$ cat config.mk
export PLATFORM = sky130hd
export DESIGN_NAME = dns_a_record_extractor
export DESIGN_NICKNAME = d
export VERILOG_FILES = /design/src/sv/dnsa_pkg.sv /design/src/sv/dns_a_record_extractor.sv /design/src/sv/dnsa_front.sv /design/src/sv/dnsa_queue.sv /design/src/sv/dnsa_back.sv
export SDC_FILE = /design/constraint.sdc
export NUM_CORES = 1
export LEC_CHECK = 0
export ABC_AREA = 0
export BUFFER_PORTS_ARGS = -buffer_cell sky130_fd_sc_hd__buf_2
export CAP_MARGIN = 20
export CORE_ASPECT_RATIO = 0.75
export CORE_UTILIZATION = 30
export CTS_BUF_LIST = sky130_fd_sc_hd__clkbuf_4
export DETAILED_ROUTE_END_ITERATION = 10
export GPL_TIMING_DRIVEN = 1
export HOLD_SLACK_MARGIN = 0.12
export PLACE_DENSITY_LB_ADDON = 0.25
export SYNTH_ARGS = -nofsm -noshare
export SYNTH_HDL_FRONTEND = slang
export SYNTH_SLANG_ARGS = --single-unit
$ cat constraint.sdc
create_clock -name clk -period 6.4 [get_ports clk]
set_clock_uncertainty 0.2 [all_clocks]
set_input_delay 0.64 -clock clk [delete_from_list [all_inputs] [get_ports clk]]
set_output_delay 0.64 -clock clk [all_outputs]
set_load 0.005 [all_outputs]
$ cat src/sv/dnsa_pkg.sv
package dnsa_pkg;

  localparam int unsigned QDEPTH = 4;
  localparam int unsigned QPTRW  = 2;

  localparam logic [2:0] PH_HEADER = 3'd0;
  localparam logic [2:0] PH_NAME   = 3'd1;
  localparam logic [2:0] PH_QTAIL  = 3'd2;
  localparam logic [2:0] PH_RECORD = 3'd3;
  localparam logic [2:0] PH_DATA   = 3'd4;

  localparam logic [3:0] RIDX_TYPE_HI = 4'd2;
  localparam logic [3:0] RIDX_TYPE_LO = 4'd3;
  localparam logic [3:0] RIDX_LEN_HI  = 4'd10;
  localparam logic [3:0] RIDX_LEN_LO  = 4'd11;
  localparam logic [3:0] ADDR_BYTES   = 4'd4;
  localparam logic [7:0] QTAIL_BYTES  = 8'd4;

  // work handed from the parser to the result stage
  typedef struct packed {
    logic       shift_en;  // data byte goes into the address register
    logic       rcode_en;  // data byte holds the response code
    logic       fin_en;    // an A record with a full address completes
    logic       last;      // final byte of the packet
    logic [7:0] data;
  } cmd_t;

endpackage

$ cat src/sv/dns_a_record_extractor.sv
// Bytes that need a result step are pushed into the queue as commands; the result registers pop them.
// Throughput: one byte per cycle while the queue is not full; the parser classifies each byte
// combinationally and a 4-entry queue feeds the result register, one entry per cycle unless stalled.
// Results appear only for completed A records and for the final byte of a packet.
// Reset (rst_n low, synchronous) clears parser state, queue pointers and result valid.
module dns_a_record_extractor #(
  parameter int unsigned MAX_RECORDS = 16,
  parameter int unsigned MAX_PACKET  = 512
) (
  input  logic        clk,
  input  logic        rst_n,
  input  logic        in_valid,
  output logic        in_ready,
  input  logic [7:0]  in_data_byte,
  input  logic        in_last_byte,
  output logic        out_valid,
  input  logic        out_ready,
  output logic        out_has_address,
  output logic [31:0] out_address,
  output logic        out_done_res,
  output logic        out_ok,
  output logic [4:0]  out_record_count
);

  logic           acc;
  logic           f_valid;
  dnsa_pkg::cmd_t f_cmd;
  logic           q_not_full;
  logic           q_not_empty;
  logic           q_pop;
  dnsa_pkg::cmd_t q_cmd;

  assign in_ready = q_not_full;
  assign acc      = in_valid && in_ready;

  dnsa_front #(
    .MAX_PACKET(MAX_PACKET)
  ) u_front (
    .clk      (clk),
    .rst_n    (rst_n),
    .acc      (acc),
    .data_byte(in_data_byte),
    .last_byte(in_last_byte),
    .cmd_valid(f_valid),
    .cmd      (f_cmd)
  );

  dnsa_queue u_queue (
    .clk      (clk),
    .rst_n    (rst_n),
    .push     (f_valid),
    .push_cmd (f_cmd),
    .not_full (q_not_full),
    .pop      (q_pop),
    .not_empty(q_not_empty),
    .pop_cmd  (q_cmd)
  );

  dnsa_back #(
    .MAX_RECORDS(MAX_RECORDS)
  ) u_back (
    .clk             (clk),
    .rst_n           (rst_n),
    .cmd_valid       (q_not_empty),
    .cmd             (q_cmd),
    .cmd_pop         (q_pop),
    .out_valid       (out_valid),
    .out_ready       (out_ready),
    .out_has_address (out_has_address),
    .out_address     (out_address),
    .out_done_res    (out_done_res),
    .out_ok          (out_ok),
    .out_record_count(out_record_count)
  );

endmodule

$ cat src/sv/dnsa_front.sv
module dnsa_front #(
  parameter int unsigned MAX_PACKET = 512
) (
  input  logic              clk,
  input  logic              rst_n,
  input  logic              acc,
  input  logic [7:0]        data_byte,
  input  logic              last_byte,
  output logic              cmd_valid,
  output dnsa_pkg::cmd_t    cmd
);

  localparam int unsigned PW = $clog2(MAX_PACKET + 1);

  logic [PW-1:0] pos_r, pos_nxt;
  logic [2:0]    phase_r, phase_nxt;
  logic [7:0]    skip_r, skip_nxt;
  logic [3:0]    idx_r, idx_nxt;
  logic          type_hz_r, type_hz_nxt;
  logic          type_a_r, type_a_nxt;
  logic [15:0]   drem_r, drem_nxt;
  logic [15:0]   drem_dec;
  logic [15:0]   len_full;
  logic [3:0]    idx_inc;
  logic          in_range;

  always_comb begin
    pos_nxt     = pos_r;
    phase_nxt   = phase_r;
    skip_nxt    = skip_r;
    idx_nxt     = idx_r;
    type_hz_nxt = type_hz_r;
    type_a_nxt  = type_a_r;
    drem_nxt    = drem_r;
    cmd         = '0;
    cmd.data    = data_byte;
    cmd.last    = last_byte;
    in_range    = pos_r < PW'(MAX_PACKET);
    drem_dec    = drem_r - 16'd1;
    len_full    = {drem_r[15:8], data_byte};
    idx_inc     = idx_r + 4'd1;
    if (in_range) begin
      unique case (phase_r)
        dnsa_pkg::PH_HEADER: begin
          if (pos_r == PW'(3)) cmd.rcode_en = 1'b1;
          if (pos_r == PW'(11)) begin
            phase_nxt = dnsa_pkg::PH_NAME;
            skip_nxt  = 8'd0;
          end
        end
        dnsa_pkg::PH_NAME: begin
          if (skip_r != 8'd0) begin
            skip_nxt = skip_r - 8'd1;
          end else if (data_byte == 8'd0) begin
            phase_nxt = dnsa_pkg::PH_QTAIL;
            skip_nxt  = dnsa_pkg::QTAIL_BYTES;
          end else begin
            skip_nxt = data_byte;
          end
        end
        dnsa_pkg::PH_QTAIL: begin
          if (skip_r != 8'd0) skip_nxt = skip_r - 8'd1;
          if (skip_nxt == 8'd0) begin
            phase_nxt = dnsa_pkg::PH_RECORD;
            idx_nxt   = 4'd0;
          end
        end
        dnsa_pkg::PH_RECORD: begin
          if (idx_r == dnsa_pkg::RIDX_TYPE_HI) type_hz_nxt = (data_byte == 8'd0);
          else if (idx_r == dnsa_pkg::RIDX_TYPE_LO)
            type_a_nxt = type_hz_r && (data_byte == 8'd1);
          else if (idx_r == dnsa_pkg::RIDX_LEN_HI) drem_nxt = {data_byte, 8'd0};
          else if (idx_r == dnsa_pkg::RIDX_LEN_LO) drem_nxt = len_full;
          if (idx_r >= dnsa_pkg::RIDX_LEN_LO) begin
            idx_nxt = 4'd0;
            // zero-length data: record ends here with nothing to report
            if (len_full != 16'd0) phase_nxt = dnsa_pkg::PH_DATA;
          end else begin
            idx_nxt = idx_inc;
          end
        end
        dnsa_pkg::PH_DATA: begin
          if (idx_r < dnsa_pkg::ADDR_BYTES) begin
            cmd.shift_en = 1'b1;
            idx_nxt      = idx_inc;
          end
          drem_nxt = drem_dec;
          if (drem_dec == 16'd0) begin
            cmd.fin_en = type_a_r && (idx_nxt >= dnsa_pkg::ADDR_BYTES);
            phase_nxt  = dnsa_pkg::PH_RECORD;
            idx_nxt    = 4'd0;
          end
        end
        default: begin
          phase_nxt = dnsa_pkg::PH_HEADER;
        end
      endcase
      pos_nxt = pos_r + PW'(1);
    end
    cmd_valid = acc && (cmd.shift_en || cmd.rcode_en || cmd.fin_en || cmd.last);
  end

  always_ff @(posedge clk) begin
    if (!rst_n || (acc && last_byte)) begin
      pos_r     <= '0;
      phase_r   <= dnsa_pkg::PH_HEADER;
      skip_r    <= 8'd0;
      idx_r     <= 4'd0;
      type_hz_r <= 1'b0;
      type_a_r  <= 1'b0;
      drem_r    <= 16'd0;
    end else if (acc) begin
      pos_r     <= pos_nxt;
      phase_r   <= phase_nxt;
      skip_r    <= skip_nxt;
      idx_r     <= idx_nxt;
      type_hz_r <= type_hz_nxt;
      type_a_r  <= type_a_nxt;
      drem_r    <= drem_nxt;
    end
  end

`ifndef SYNTH
  a_data_len: assert property (@(posedge clk) disable iff (!rst_n)
    phase_r == dnsa_pkg::PH_DATA |-> drem_r != 16'd0)
    else $error("data phase with no data bytes left");
  a_pos_cap: assert property (@(posedge clk) disable iff (!rst_n)
    pos_r <= PW'(MAX_PACKET))
    else $error("byte position past packet limit");
`endif

endmodule

$ cat src/sv/dnsa_queue.sv
module dnsa_queue (
  input  logic           clk,
  input  logic           rst_n,
  input  logic           push,
  input  dnsa_pkg::cmd_t push_cmd,
  output logic           not_full,
  input  logic           pop,
  output logic           not_empty,
  output dnsa_pkg::cmd_t pop_cmd
);

  dnsa_pkg::cmd_t              mem_r [dnsa_pkg::QDEPTH];
  logic [dnsa_pkg::QPTRW-1:0]  wptr_r, rptr_r;
  logic [dnsa_pkg::QPTRW:0]    cnt_r, cnt_nxt;
  logic                        do_push, do_pop;

  assign not_full  = cnt_r != (dnsa_pkg::QPTRW + 1)'(dnsa_pkg::QDEPTH);
  assign not_empty = cnt_r != '0;
  assign do_push   = push && not_full;
  assign do_pop    = pop && not_empty;
  assign pop_cmd   = mem_r[rptr_r];

  always_comb begin
    cnt_nxt = cnt_r;
    if (do_push && !do_pop) cnt_nxt = cnt_r + 1'b1;
    else if (do_pop && !do_push) cnt_nxt = cnt_r - 1'b1;
  end

  always_ff @(posedge clk) begin
    if (do_push) mem_r[wptr_r] <= push_cmd;
  end

  always_ff @(posedge clk) begin
    if (!rst_n) begin
      wptr_r <= '0;
      rptr_r <= '0;
      cnt_r  <= '0;
    end else begin
      if (do_push) wptr_r <= wptr_r + 1'b1;
      if (do_pop) rptr_r <= rptr_r + 1'b1;
      cnt_r <= cnt_nxt;
    end
  end

`ifndef SYNTH
  a_cnt_bound: assert property (@(posedge clk) disable iff (!rst_n)
    cnt_r <= (dnsa_pkg::QPTRW + 1)'(dnsa_pkg::QDEPTH))
    else $error("queue count over depth");
  a_cnt_track: assert property (@(posedge clk) disable iff (!rst_n)
    do_push && !do_pop |=> cnt_r == $past(cnt_r) + 1'b1)
    else $error("queue count missed a push");
`endif

endmodule

$ cat src/sv/dnsa_back.sv
module dnsa_back #(
  parameter int unsigned MAX_RECORDS = 16
) (
  input  logic           clk,
  input  logic           rst_n,
  input  logic           cmd_valid,
  input  dnsa_pkg::cmd_t cmd,
  output logic           cmd_pop,
  output logic           out_valid,
  input  logic           out_ready,
  output logic           out_has_address,
  output logic [31:0]    out_address,
  output logic           out_done_res,
  output logic           out_ok,
  output logic [4:0]     out_record_count
);

  localparam int unsigned FW = $clog2(MAX_RECORDS + 1);

  logic [31:0]   shift_r, shift_nxt;
  logic          err_r, err_nxt;
  logic [FW-1:0] found_r, found_nxt;
  logic          emit;
  logic          res_valid;
  logic          out_valid_r;
  logic          has_r;
  logic [31:0]   addr_r;
  logic          done_r;
  logic          ok_r;
  logic [FW-1:0] cnt_r;
  logic [FW+4:0] cnt_ext;

  assign cmd_pop = cmd_valid && (!out_valid_r || out_ready);

  always_comb begin
    shift_nxt = cmd.shift_en ? {shift_r[23:0], cmd.data} : shift_r;
    err_nxt   = cmd.rcode_en ? (cmd.data[3:0] != 4'd0) : err_r;
    emit      = cmd.fin_en && !err_nxt && (found_r < FW'(MAX_RECORDS));
    found_nxt = found_r + FW'(emit);
    res_valid = emit || cmd.last;
  end

  always_ff @(posedge clk) begin
    if (!rst_n) begin
      err_r       <= 1'b0;
      found_r     <= '0;
      out_valid_r <= 1'b0;
    end else begin
      if (cmd_pop) begin
        err_r       <= cmd.last ? 1'b0 : err_nxt;
        found_r     <= cmd.last ? '0 : found_nxt;
        out_valid_r <= res_valid;
      end else if (out_ready) begin
        out_valid_r <= 1'b0;
      end
    end
  end

  always_ff @(posedge clk) begin
    if (cmd_pop) begin
      shift_r <= shift_nxt;
      has_r   <= emit;
      addr_r  <= emit ? shift_nxt : 32'd0;
      done_r  <= cmd.last;
      ok_r    <= cmd.last && !err_nxt;
      cnt_r   <= found_nxt;
    end
  end

  assign cnt_ext          = (FW + 5)'(cnt_r);
  assign out_valid        = out_valid_r;
  assign out_has_address  = has_r;
  assign out_address      = addr_r;
  assign out_done_res     = done_r;
  assign out_ok           = ok_r;
  assign out_record_count = cnt_ext[4:0];

`ifndef SYNTH
  a_res_reason: assert property (@(posedge clk) disable iff (!rst_n)
    out_valid_r && !done_r |-> has_r)
    else $error("result with neither address nor done");
  a_found_nz: assert property (@(posedge clk) disable iff (!rst_n)
    out_valid_r && has_r && !done_r |-> found_r != '0)
    else $error("address emitted without record count");
`endif

endmodule
==> results of run 1 <==
[cells in the mapped netlist (all sizes together) (14+ instances only)]
cell type    n  area share
inv         15      0.0067
ha          14       0.021
o21ai       15      0.0089
xor2        14       0.014
dfxtp       59        0.14
nand3       20       0.012
nand2       32       0.014
nor2        85       0.038
edfxtp     120        0.43
nor3        16       0.011
clkbuf      26       0.012
nor2b       36       0.027
mux2        32       0.043
a21oi       43       0.025
[per-layer routing]
metal | track usage | share of wire
met1 | 0.214 | 0.54
met2 | 0.185 | 0.41
met3 | 0.0299 | 0.044
met4 | 0.0301 | 0.0066
met5 | 0 | 0
[metrics by stage]
step / total power (W) / hold slack (ns) / util / setup slack [ns] / std cells
floorplan: 0.00239 / 0.254 / - / 2.63 / 718
global placement: 0.00272 / 0.267 / 0.331 / 2.18 / 1091
detailed placement: 0.00272 / 0.277 / 0.331 / 2.11 / 1091
CTS: 0.00328 / 0.143 / 0.340 / 2.09 / 1125
global route: 0.00344 / 0.157 / 0.340 / 1.78 / 1127
finish: 0.00323 / 0.194 / 0.340 / 2.06 / 1127
[what timing repair did]
item / CTS / global route
hold buffers: 2 / 0
hold endpoints to repair: 6 / 0
setup endpoints to repair: 0 / 0
[worst max path at each step]
stage / end / slack, ns / cells after the start
floorplan: u_queue.cnt_r[2] / 2.63 / 15
global placement: u_queue.cnt_r[2] / 2.18 / 14
detailed placement: u_queue.cnt_r[2] / 2.11 / 14
CTS: u_queue.cnt_r[2] / 2.09 / 14
global route: u_queue.cnt_r[2] / 1.78 / 14
finish: u_queue.cnt_r[2] / 2.06 / 14
[state kept, by name (all words and copies together) (netlist names), 2 cells and up, named ones only]
signal	count
u_front.drem_r	16
u_queue.rptr_r	2
u_queue.wptr_r	2
u_front.phase_r	3
u_back.found_r	5
u_queue.cnt_r	3
u_front.pos_r	10
u_queue.mem_r	48
u_front.idx_r	4
u_back.shift_r	32
u_back.out_record_count	5
u_front.skip_r	8
u_back.out_address	32
[critical path, cell delays in order, from the launching register on]
cell       delay, ns
dfxtp_1         0.41
inv_1           0.08
ha_1            0.36
nor4b_4         0.46
nand4_2         0.17
a221o_2         0.42
a2111oi_4       0.44
nand4_1         0.23
nand2_1         0.23
ha_1            0.21
inv_1           0.06
fa_1            0.37
xor2_1          0.16
or3_1           0.30
a21oi_1         0.16
[area by class of cell]
cell class,count,area (um2),share of cell area
Sequential cell,179,4780,0.515
Timing Repair Buffer,64,350,0.0377
Antenna cell,1,2.50,0.000269
Multi-Input combinational cell,485,3440,0.370
Clock buffer,18,135,0.0145
Tap cell,351,439,0.0472
Clock inverter,14,88.8,0.00955
Inverter,15,56.3,0.00606
[power breakdown]
group	internal, W	switching (W)	total, W
registers	0.00166	0.000123	0.00178
clock network	0.000156	0.000405	0.000560
logic	0.000404	0.000485	0.000889
[logic make-up (layout without fill, tap and decap cells)]
group / count (synthesis) / after routing / synth area share
XOR/XNOR: 24 / 24 / 0.0248
buffers and inverters: 54 / 111 / 0.0288
other: 0 / 1 / 0
multiplexers: 48 / 48 / 0.0792
AO/OA/AOI/OAI: 133 / 133 / 0.109
adder cells (fa/ha/maj): 15 / 15 / 0.0231
flip-flops: 179 / 179 / 0.565
AND/OR/NAND/NOR: 265 / 265 / 0.170
[placed cells by master (no fill, tap or decap), types with 6 or more instances in the layout]
master | netlist | routed
a211oi_1 | 7 | 7
a21oi_1 | 43 | 43
a31oi_1 | 9 | 9
and2_1 | 8 | 8
buf_2 | 6 | 54
buf_4 | 3 | 8
clkbuf_4 | 0 | 18
dfxtp_1 | 59 | 59
edfxtp_1 | 120 | 120
ha_1 | 14 | 14
inv_1 | 15 | 14
mux2_2 | 32 | 32
mux4_2 | 12 | 12
nand2_1 | 32 | 32
nand2b_1 | 10 | 10
nand3_1 | 20 | 20
nand4_1 | 7 | 7
nor2_1 | 85 | 85
nor2b_1 | 36 | 36
nor3_1 | 13 | 12
nor4_1 | 8 | 8
o211ai_1 | 7 | 7
o21ai_0 | 14 | 14
or3_1 | 6 | 6
xnor2_1 | 10 | 10
xor2_1 | 14 | 14
==> metrics, run 1 <==
status finished, final reports clean; Worst-Skew Late Latency 0.57 ns; final max-slew violation count 0; first-pass GRT wire length 30,600 um; Seq/Total Area, Yosys 0.565; PD cells 348 nW/um2; post-route cell area 9300 um2; DP Area 9040 um2; die footprint 28,900 um2; Vias/cell 5.04; initial antenna violation count 1; hold path start out_ready; proportion of layout cells with a drive suffix above 1 0.205; Initial Util 0.310; Post-Synthesis Cell Area 8460 um2; wirelength, routed 19,000 um; 1st-iter DRT viols 548; Clock Path Buffers 2; Setup crit start u_front.drem_r[0]; Worst Path Max Fanout 11; Cell Rows 52; Reg2Reg Depth 14; IO Pins 55; Max VDD drop 0.194 mV; TritonRoute pass-1 iters 5; final setup violation count 0; CTS tree built; # clock sinks 179; clock slew seen by the registers of the worst setup and hold paths 0.15 ns; reg-to-reg startpoint u_front.drem_r[0]; ratio of final minimum period to clock period 0.679; vias in the first global route 5,435; Hold EP u_back.out_valid; Least-Margin Pin Slew 1.01 ns; DR WL/cell 16.9 um; CP required 6.70 ns; Period minus WS final 4.34 ns; gpl congestion 0.878; arrival time worst endpoint 4.64 ns; share of synthesized registers carrying an async set or reset 0; CP Launch Type register; GRT Overall Usage 0.136; PostCTS Resize Cnt 0; Mapped Nets 746; vias 5,685; Port Buf Inserts 54; RSZ-0062 raised after global routing no; Layout Nets 790; CORE AREA 27,300 um2; Die H 147 um; TritonCTS Buffers 17; Post-synth EDFFs 120; post-route ant nets 0; maxcap violations 0; grt ovf 0; die width 196 um; Final Hold Vio Count 0; clk root buf clkbuf_4; sum of negative setup slack 0 ns; post-synth cell types 80; Avg Cell Area, Syn 11.8 um2; R2R Path End u_queue.cnt_r[2]; top_reg_cell synth edfxtp_1; Post-Synthesis Cells 718; f_max 230 MHz; Final HPWL DP 12,700 um; Setup CP Type register to register; Yosys Warn Count 0; Hold Path Cell Cnt 3; Post CTS Setup Buffer Count 0; reg-to-reg setup timing slack 2.06 ns; DRC viols 0; filler cell count 2,768; Synth Register Bits 179; htree depth 4; largest net degree at the start of global routing 63; LEAKAGE 3.26 nW; Layout area overhead 9.84%; Worst Hold Class primary input to register; Slew headroom 0.325; CP Capture Type register
No activity file was read; power rests on OpenSTA's default activity.
==> run 2, diff against run 1 <==
ABC_AREA = 1   (was 0)
clock period = 4 ns   (was 6.4 ns; I/O delays follow)
==> run 2 against run 1 <==
Net effect: cell area is 4.0% higher; flip-flop and latch count stayed put; sequential power is 62% higher; setup slack worse by 1.3 ns; largest power group unchanged; total power is 79% higher; non-clock buffer count is 14 higher; critical endpoint unchanged; highest routed layer unchanged; hold slack better by 0.0094 ns; area after synthesis is 0.83% higher.
==> metrics, run 2 <==
Vias/cell 4.59 (-9.0%); clock slew seen by the registers of the worst setup and hold paths 0.18 ns (+0.03 ns); filler cell count 2,925 (+5.7%); Yosys Warn Count 0 (unchanged); vias in the first global route 5,981 (+10%); Least-Margin Pin Slew 0.999 ns (-0.0137 ns); reg-to-reg startpoint u_front.phase_r[1]; Largest register FFs 48 (unchanged); PD cells 600 nW/um2 (+72%); Die H 148 um (+0.41%); Comb pwr share 0.326 (+0.051); Max VDD drop 0.381 mV (+96%); CTS tree built; Post-synth EDFFs 120 (unchanged); Worst-Skew Late Latency 0.58 ns (about the same); Period minus WS final 3.21 ns (-1.13 ns); Initial Util 0.305 (-0.00478); hold path start in_valid; CP bufs+invs 4 (+2); synth cell count leaders 153 x nand2_1, 120 x edfxtp_1, 120 x inv_1, 110 x nor2_1, 77 x o21ai_0; CP Launch Type register; initial antenna violation count 1 (unchanged); Port Buf Inserts 54 (unchanged); f_max 311 MHz (+35%); grt ovf 0 (unchanged); GRT Overall Usage 0.137 (+0.00105); Seq/Total Area, Yosys 0.561 (-0.00464); LEAKAGE 3.96 nW (+21%); most common cell after layout, fill and taps aside nand2_1; Slew headroom 0.334 (+0.00916); internal power 0.00367 W (+65%); Final Hold Vio Count 0 (unchanged); Hold EP u_front.pos_r[2]; share of synthesized registers carrying an async set or reset 0 (unchanged); sum of negative setup slack 0 ns (unchanged); switch share 0.368 (+0.0547); largest cells by area after synthesis edfxtp_1 42%, dfxtp_1 14%, nand2_1 6.7%, inv_1 5.3%, nor2_1 4.8%; TritonCTS Buffers 17 (unchanged); Synth Register Bits 179 (unchanged); final max-slew violation count 0 (unchanged); clk root buf clkbuf_4; count leader, synth nand2_1; Post-Synthesis Cells 937 (+31%); Mapped Nets 965 (+29%); DRC viols 0 (unchanged); htree depth 4 (unchanged); largest register by flop count u_queue.mem_r; die footprint 29,100 um2 (+0.82%); status finished, final reports clean; Cell Rows 53 (+1.9%); # clock sinks 179 (unchanged); area of the multi-input gates 3140 um2 (-8.8%); maxcap violations 0 (unchanged); Post-Synthesis Cell Area 8530 um2 (+0.83%); final setup violation count 0 (unchanged); Hold Path Cell Cnt 5 (+2); R2R Path End u_queue.cnt_r[2]; Clock Path Buffers 2 (unchanged); crit-path cells nor2_1 -> inv_2 -> nor2_2 -> inv_2 -> nor3_1 -> nor3_1 -> nand2_1 -> nand2_2 -> inv_1 -> ha_1 -> inv_1 -> fa_1 -> a21oi_1 -> o21ai_0 -> o21ai_0 -> a21oi_1; arrival time worst endpoint 3.48 ns (-1.16 ns); TritonRoute pass-1 iters 5 (unchanged); Post CTS Setup Buffer Count 0 (unchanged); reg-to-reg setup timing slack 0.79 ns (-1.27 ns); clock share of power 0.175 (+0.002); die width 197 um (+0.41%); Worst Hold Class primary input to register; Layout area overhead 13.3%; 1st-iter DRT viols 475 (-13%); Synth top area share 0.422 (-0.00350); Reg2Reg Depth 16 (+2); Flop pwr share 0.498 (-0.054); Layout Nets 1,036 (+31%); wirelength, routed 19,200 um (+0.90%); CP Capture Type register; post-synth cell types 52 (-35%); RSZ-0062 raised after global routing no; most frequent cells in the layout 153 x nand2_1, 120 x inv_1, 120 x edfxtp_1; post-route ant nets 0 (unchanged); Final HPWL DP 13,300 um (+5.1%); vias 6,462 (+14%); first-pass GRT wire length 31,400 um (+2.5%); gpl congestion 0.880 (+0.30%); Register Area 4780 um2 (unchanged); Setup CP Type register to register; ratio of final minimum period to clock period 0.803 (+0.124); kind of cell adding the most delay to the critical path simple AND/OR/NAND/NOR gates; CORE AREA 28,000 um2 (+2.4%); Worst Path Max Fanout 18 (+7); proportion of layout cells with a drive suffix above 1 0.172 (-0.0328); largest net degree at the start of global routing 78 (+24%); slowest cell delay on critical path 0.59 ns (+0.13 ns); Net Sw Power 0.00213 W (+110%); top_reg_cell synth edfxtp_1; IO Pins 55 (unchanged); dominant cell type by area after synthesis edfxtp_1; CP required 4.26 ns (-2.44 ns); Avg Cell Area, Syn 9.11 um2 (-23%); power after layout 0.00580 W (+79%); slowest CP cell nor3_1; DR WL/cell 13.6 um (-19%)
[run 2: how the worst max path moves through the flow]
stage,from,end,slack [ns],cells after the start
floorplan,out_ready,u_queue.cnt_r[1],0.29,8
global placement,u_front.phase_r[0],u_queue.cnt_r[2],0.83,16
detailed placement,u_front.phase_r[0],u_queue.cnt_r[2],0.80,16
CTS,u_front.phase_r[1],u_queue.cnt_r[2],0.76,16
global route,u_front.phase_r[1],u_queue.cnt_r[2],0.42,16
finish,u_front.phase_r[1],u_queue.cnt_r[2],0.79,16
[run 2: per-stage QoR]
step | std cells | cell area [um2] | setup WS [ns] | hold slack, ns | util
6_report | 1407 | 9670 | 0.788 | 0.203 | 0.346
5_1_grt | 1407 | 9670 | 0.416 | 0.192 | 0.346
4_1_cts | 1406 | 9670 | 0.765 | 0.160 | 0.346
3_5_place_dp | 1362 | 9270 | 0.802 | 0.250 | 0.331
3_3_place_gp | 1362 | 9270 | 0.828 | 0.247 | 0.331
2_1_floorplan | 937 | 8540 | 0.292 | 0.224 | -
[run 2: worst reg2reg max path, delay by kind of cell (launching register included)]
| family | cells | cell delay (ns) |
|---|---|---|
| AOI/OAI and AO/OA | 4 | 0.45 |
| buffers and inverters | 4 | 0.35 |
| adders and majority gates | 2 | 0.50 |
| and+or+nand+nor | 6 | 1.20 |
| DFF | 1 | 0.39 |
[run 2: final cells by class]
type | instances | share of cell area
flip-flops and latches | 179 | 0.495
multi-input cells | 599 | 0.324
inverters | 133 | 0.0521
well taps | 385 | 0.0498
repair buffers | 78 | 0.0497
clock inverters | 15 | 0.0159
clock buffers | 17 | 0.0132
diodes | 1 | 0.000259
[run 2: logic make-up (layout without fill, tap and decap cells)]
logic type	after synthesis	after routing	synth area share
and+or+nand+nor	389	389	0.208
AOI/OAI and AO/OA	185	185	0.125
DFF	179	179	0.561
buffers and inverters	159	243	0.0732
adders and majority gates	15	15	0.0229
xor gates and xnor gates	10	10	0.0103
other	0	1	0
[run 2: repair_timing]
action                                 in CTS  in global routing
endpoints found under the hold margin      62                  0
gates resized for setup                     0                  0
hold buffers                               12                  0
[run 2: power groups by stage]
stage / registers, W / clock network (W) / logic, W
after global routing: 0.00295 / 0.00113 / 0.00218
final: 0.00289 / 0.00102 / 0.00189
after global placement: 0.00294 / 0 / 0.00190
after detailed placement: 0.00294 / 0 / 0.00190
after CTS: 0.00290 / 0.00106 / 0.00193
after floorplan: 0.00296 / 0 / 0.00123
[run 2: routing by layer]
layer / track usage / routed length, um / vias up
met1: 0.206 / 9990 / 3004
li1: - / - / 3290
met5: 0 / 0 / -
met4: 0.0430 / 215 / 0
met2: 0.195 / 8000 / 155
met3: 0.0274 / 971 / 13
